### src/hdl/vr3d_isqrt.sv
// ----------------------------------------------------------------------------
// vr3d_isqrt
// Pipelined integer square root, floor(sqrt(x)), one root bit per stage.
// ----------------------------------------------------------------------------
`default_nettype none

module vr3d_isqrt #(
   parameter int ROOT_W = 26
) (
   input  logic                  clock,
   input  logic                  enable,
   input  logic [2*ROOT_W-1:0]   radicand,
   output logic [ROOT_W-1:0]     root
);

   localparam int XW = 2 * ROOT_W;

   logic [ROOT_W+1:0] rem_ff  [ROOT_W];
   logic [ROOT_W-1:0] root_ff [ROOT_W];
   logic [XW-1:0]     x_ff    [ROOT_W];

   // Restoring square root: bring down two radicand bits, try root*4+1
   for (genvar g = 0; g < ROOT_W; g++) begin : g_stage
      logic [ROOT_W+1:0] rem_prev;
      logic [ROOT_W-1:0] root_prev;
      logic [XW-1:0]     x_prev;
      logic [ROOT_W+1:0] rem_sh;
      logic [ROOT_W+1:0] trial;
      logic [ROOT_W+1:0] rem_in;
      logic [ROOT_W-1:0] root_in;

      if (g == 0) begin : g_first
         assign rem_prev  = '0;
         assign root_prev = '0;
         assign x_prev    = radicand;
      end else begin : g_next
         assign rem_prev  = rem_ff[g-1];
         assign root_prev = root_ff[g-1];
         assign x_prev    = x_ff[g-1];
      end

      always_comb begin
         rem_sh = {rem_prev[ROOT_W-1:0], x_prev[XW-1 -: 2]};
         trial  = {root_prev, 2'b01};
         if (rem_sh >= trial) begin
            rem_in  = rem_sh - trial;
            root_in = {root_prev[ROOT_W-2:0], 1'b1};
         end else begin
            rem_in  = rem_sh;
            root_in = {root_prev[ROOT_W-2:0], 1'b0};
         end
      end

      always_ff @(posedge clock) begin
         if (enable) begin
            rem_ff[g]  <= rem_in;
            root_ff[g] <= root_in;
            x_ff[g]    <= x_prev << 2;
         end
      end
   end

   assign root = root_ff[ROOT_W-1];

endmodule

`default_nettype wire

### config.mk
export PLATFORM = sky130hd
export DESIGN_NAME = vr3d_isqrt
export DESIGN_NICKNAME = d
export VERILOG_FILES = /design/src/hdl/vr3d_isqrt.sv
export SDC_FILE = /design/constraint.sdc
export NUM_CORES = 2
export LEC_CHECK = 0
export BUFFER_PORTS_ARGS = -buffer_cell sky130_fd_sc_hd__buf_2
export CAP_MARGIN = 25
export CORE_UTILIZATION = 50
export DETAILED_ROUTE_END_ITERATION = 6
export PLACE_DENSITY = 0.73
export SETUP_SLACK_MARGIN = 0.2
export SLEW_MARGIN = 20
export SYNTH_ARGS = -nofsm -noshare
export SYNTH_HDL_FRONTEND = slang
export SYNTH_SLANG_ARGS = --single-unit
### constraint.sdc
create_clock -name clock -period 8.6 [get_ports clock]
set_input_delay 1.29 -clock clock [delete_from_list [all_inputs] [get_ports clock]]
set_output_delay 1.29 -clock clock [all_outputs]
set_load 0.005 [all_outputs]
Word level (Yosys, flattened, before mapping) --
Memories as Yosys holds them, arrays and structs flattened. Cells that the tools add are included.
Storage, ports and cells: bits in registers 0, memory bits (writable) 2704, input port bits 54, output and inout port bits 26, word-level logic and storage cells 109, memories 3
Operators by class: add/sub/neg operators 26, magnitude comparators 26, mux-type cells 54
Memories:
- x_ff | words 26, width 50, rd ports 25, clocked after memory_dff 0, write ports 26, RTL line 20 | logic [XW-1:0] x_ff [ROOT_W];
- rem_ff | words 26, width 28, rd ports 25, clocked after memory_dff 0, write ports 26, RTL line 18 | logic [ROOT_W+1:0] rem_ff [ROOT_W];
- root_ff | words 26, width 26, rd ports 26, clocked after memory_dff 0, write ports 26, RTL line 19 | logic [ROOT_W-1:0] root_ff [ROOT_W];
Operators with widths (count):
- two-way mux 28 bit | 26
- >= comparator 28 bit | 25
- subtractor 28 bit | 25
- two-way mux 1 bit | 28
- subtractor 2 x 1 -> 3 bit, second input constant | 1
- >= comparator 2 x 1 -> 1 bit, second input constant | 1

Logic depth before layout (Yosys ltp) --
An unclocked memory read counts as a cell.
depth in word-level cells 3, gate-level depth with buffers 14

Worst setup path after synthesis --
OpenSTA, ideal clock, no wires.
path type reg2reg, start point mem rem_ff[5][85] in the netlist's numbering, end point mem rem_ff[6][10] in the netlist's numbering, data pin, data arrival time 3070 ps, required time 8340 ps, setup slack 5270 ps, cell stages (with the launch flop) 13, path buffers 2, clock period less this slack 3330 ps, cell sequence edfxtp_1 ha_1 o21ai_0 a21oi_1 o41ai_1 a21oi_1 a211oi_2 o31ai_1 o211ai_2 and2_1 buf_4 buf_4 mux2_2
RTL lines (RTL line):
- start, declared | 18

==> metrics.csv <==
stage;metric;value;unit
status;status;completed;
run;max_cap viols;0;
critical_path;crit-path cells;ha_1 -> o21ai_0 -> a21oi_1 -> o41ai_1 -> a21oi_1 -> a211oi_2 -> o31ai_1 -> o211ai_2 -> and2_1 -> buf_8 -> mux2_2;
global_routing;global-route wire length before repair;214700;microns
sta;worst slew pin tran;1.140;ns
finish;post-route cell area;0.08275;sq mm
placement;Port Buffers;79;
global_routing;largest net degree at the start of global routing;202;
clock_tree;CTS root buf;clkbuf_16;
sta;fin crit period;4.587;ns
floorplanning;die span in x;388.0;microns
clock_tree;total CTS buffers;166;
min_path;worst min path class;reg -> reg;
clock_tree;post_cts resized;0;
synthesis;cell count after synthesis;5647;
critical_path;crit path DAT;5.11;ns
critical_path;flop2flop setup slack;4.01;ns
clock_tree;Worst-Skew Late Latency;0.80;ns
route;Routed Antenna Nets;0;
placement;DPL Wire Length;91810;microns
clock_tree;clk slew on worst S/H paths;0.06;ns
placement;RePlAce Congestion;0.9925;
synthesis;Synth Cell Area;0.07451;sq mm
critical_path;CP Data Required Time;9.13;ns
route;WL/cell;16.87;microns
finish;commonest non-fill, non-tap cell in the layout;edfxtp_1;
synthesis;synth unique cells;79;
critical_path;type of the worst setup path;reg -> reg;
clock_tree;CTS Hold Bufs;0;
global_routing;vias in the first global route;42820;
route;remaining routing DRC violations;0;
pwr;Max IR drop VDD;192.4;uV
finish;most frequent cells in the layout;edfxtp_1 (1,616), inv_1 (467), ha_1 (379), a21oi_1 (358), nor2_1 (349);
critical_path;Critical path origin;rem_ff[5][85];
global_routing;initial antenna violation count;0;
floorplanning;FP Rows;141;
sta;worst clock skew;0.03108;ns
placement;DP Area;0.07730;sq mm
critical_path;Max FO, Critical Path;18;
critical_path;delay-heaviest family, CP;compound AO/OA/AOI/OAI gates;
clock_tree;H-Tree Depth;4;
sta;Min Hold Slack;0.3994;ns
critical_path;Setup crit end kind;register;
clock_tree;maximum buffer depth of the clock tree;3;
finish;share of layout cells above drive strength 1;0.07854;
floorplanning;Die ar.;0.1506;sq mm
sta;Slew headroom;0.2403;
global_routing;total grt overflow;0;
finish;area grow syn2layout;11.06;%
critical_path;Critical Path Source Type;register;
critical_path;most used cell, CP;a21oi_1;
floorplanning;Vert. Die Dim;388.0;microns
global_routing;All-Layer GR Usage;0.1751;
synthesis;syn avg cell area;13.19;sq um
pwr;Static Leak;31.66;nW
route;DRT Wirelength;133100;microns
critical_path;Slowest cell on crit path;o41ai_1;
route;Via Count;43620;
clock_tree;postcts setup bufs;0;
critical_path;reg2reg start;rem_ff[5][85];
synthesis;Seq/Total Area, Yosys;0.6513;
finish;nets;6263;
sta;final worst path period share;0.5334;
floorplanning;initial core utilization;0.5040;
clock_tree;CTS tree;built;
sta;Max Freq;218.0;MHz
route;drt first pass iters;6;
synthesis;Top FF cell, synth;edfxtp_1;
route;Vias/cell;5.529;
synthesis;asr flop ratio synth;0;
pwr;Power Density;261.6;mW/mm^2
clock_tree;CTS sink cnt;1616;
sta;Final TNS setup;0;ns
finish;# diodes;0;
critical_path;CP max stage delay;0.82;ns
critical_path;worst path buffer plus inverter count;1;
floorplanning;core area;0.1478;sq mm
min_path;hold path startpoint;x_ff[0][370];
sta;setup repair after global routing missed its margin;false;
synthesis;Yosys reg bits;1616;
synthesis;Syn. warnings;0;
synthesis;number of flops mapped to enable cells by yosys;1616;
sta;Slew Viols, Final;0;
sta;count of final hold-check violations;0;
sta;setup violators final;0;
floorplanning;io pins;80;
route;DR iter-0 viols;3160;
synthesis;Synthesized Nets;6080;
cell families after synthesis:
| kind of cell | synth area share |
|---|---|
| simple gates | 0.09449 |
| compound gates | 0.09226 |
| buf+inv | 0.02895 |
| mux | 0.01139 |
| xor+xnor | 0.05795 |
| fa+ha+maj | 0.06364 |
| other cells | 0.00005033 |
| flops | 0.6513 |
cell usage after synthesis, drive strengths merged (13+ instances only):
| cell type | instances | area share |
|---|---|---|
| ha | 379 | 0.064 |
| buf | 18 | 0.0014 |
| nor3 | 142 | 0.0096 |
| mux2 | 70 | 0.011 |
| nand4 | 49 | 0.0041 |
| and3 | 34 | 0.0029 |
| o21a | 70 | 0.0071 |
| o211ai | 26 | 0.0027 |
| o41ai | 16 | 0.0021 |
| clkbuf | 78 | 0.0039 |
| edfxtp | 1616 | 0.65 |
| o21bai | 34 | 0.0034 |
| nand2 | 338 | 0.017 |
| and2 | 16 | 0.0013 |
| a2111oi | 13 | 0.0015 |
| nand4b | 13 | 0.0015 |
| inv | 468 | 0.024 |
| or3 | 52 | 0.0044 |
| a31oi | 27 | 0.0023 |
| o21ai | 265 | 0.018 |
| or2 | 28 | 0.0024 |
| nand2b | 64 | 0.0054 |
| o31ai | 39 | 0.0039 |
| xnor2 | 255 | 0.030 |
| nor2 | 349 | 0.018 |
| or4 | 32 | 0.0032 |
| nor2b | 57 | 0.0048 |
| nor4 | 79 | 0.0068 |
| nand3b | 16 | 0.0016 |
| a21oi | 359 | 0.024 |
| a21o | 124 | 0.012 |
| a211oi | 34 | 0.0035 |
| nand3 | 102 | 0.0069 |
| xor2 | 238 | 0.028 |
final timing paths:
path / to / cells after the start
setup reg to reg: rem_ff[6][13] / 11
hold / removal: x_ff[0][422] / 0
hold reg to reg: x_ff[0][422] / 0
setup / recovery: rem_ff[6][13] / 11
final cells by class:
class / count / area (sq um)
fill: 11650 / 65090
sequential: 1616 / 48530
multi-input combinational: 3467 / 23890
clock buffer: 202 / 4332
tap: 1930 / 2415
inverter: 468 / 1757
clock inverter: 95 / 1091
timing repair buffer: 111 / 743.2
power by group:
group / leakage (nW) / switching, W / total (W) / internal, W
clock: 2.63 / 0.00293 / 0.00713 / 0.00419
combinational: 13.5 / 0.00228 / 0.00403 / 0.00175
sequential: 15.5 / 0.000572 / 0.0105 / 0.00992
through the flow:
stage          setup WS, ns  total power, W  std cells  utilization
2_1_floorplan         5.270         0.01345       5647            -
3_3_place_gp          3.769         0.01449       7589       0.5227
3_5_place_dp          3.996         0.01461       7590       0.5229
4_1_cts               4.010         0.02184       7887       0.5595
5_1_grt               3.741         0.02269       7889       0.5597
6_report              4.013         0.02165       7889       0.5597
flip-flops by register name (all words and copies together) (netlist names):
signal   cells
x_ff       650
rem_ff     615
root_ff    351
layer usage:
| metal | vias up | GRT usage | share of wire |
|---|---|---|---|
| met3 | 331 | 0.02966 | 0.050 |
| li1 | 21320 | - | - |
| met1 | 20840 | 0.2169 | 0.42 |
| met2 | 1132 | 0.3015 | 0.49 |
| met5 | - | 0 | 0 |
| met4 | 0 | 0.07654 | 0.038 |
Power figures use the tool's default switching activity.
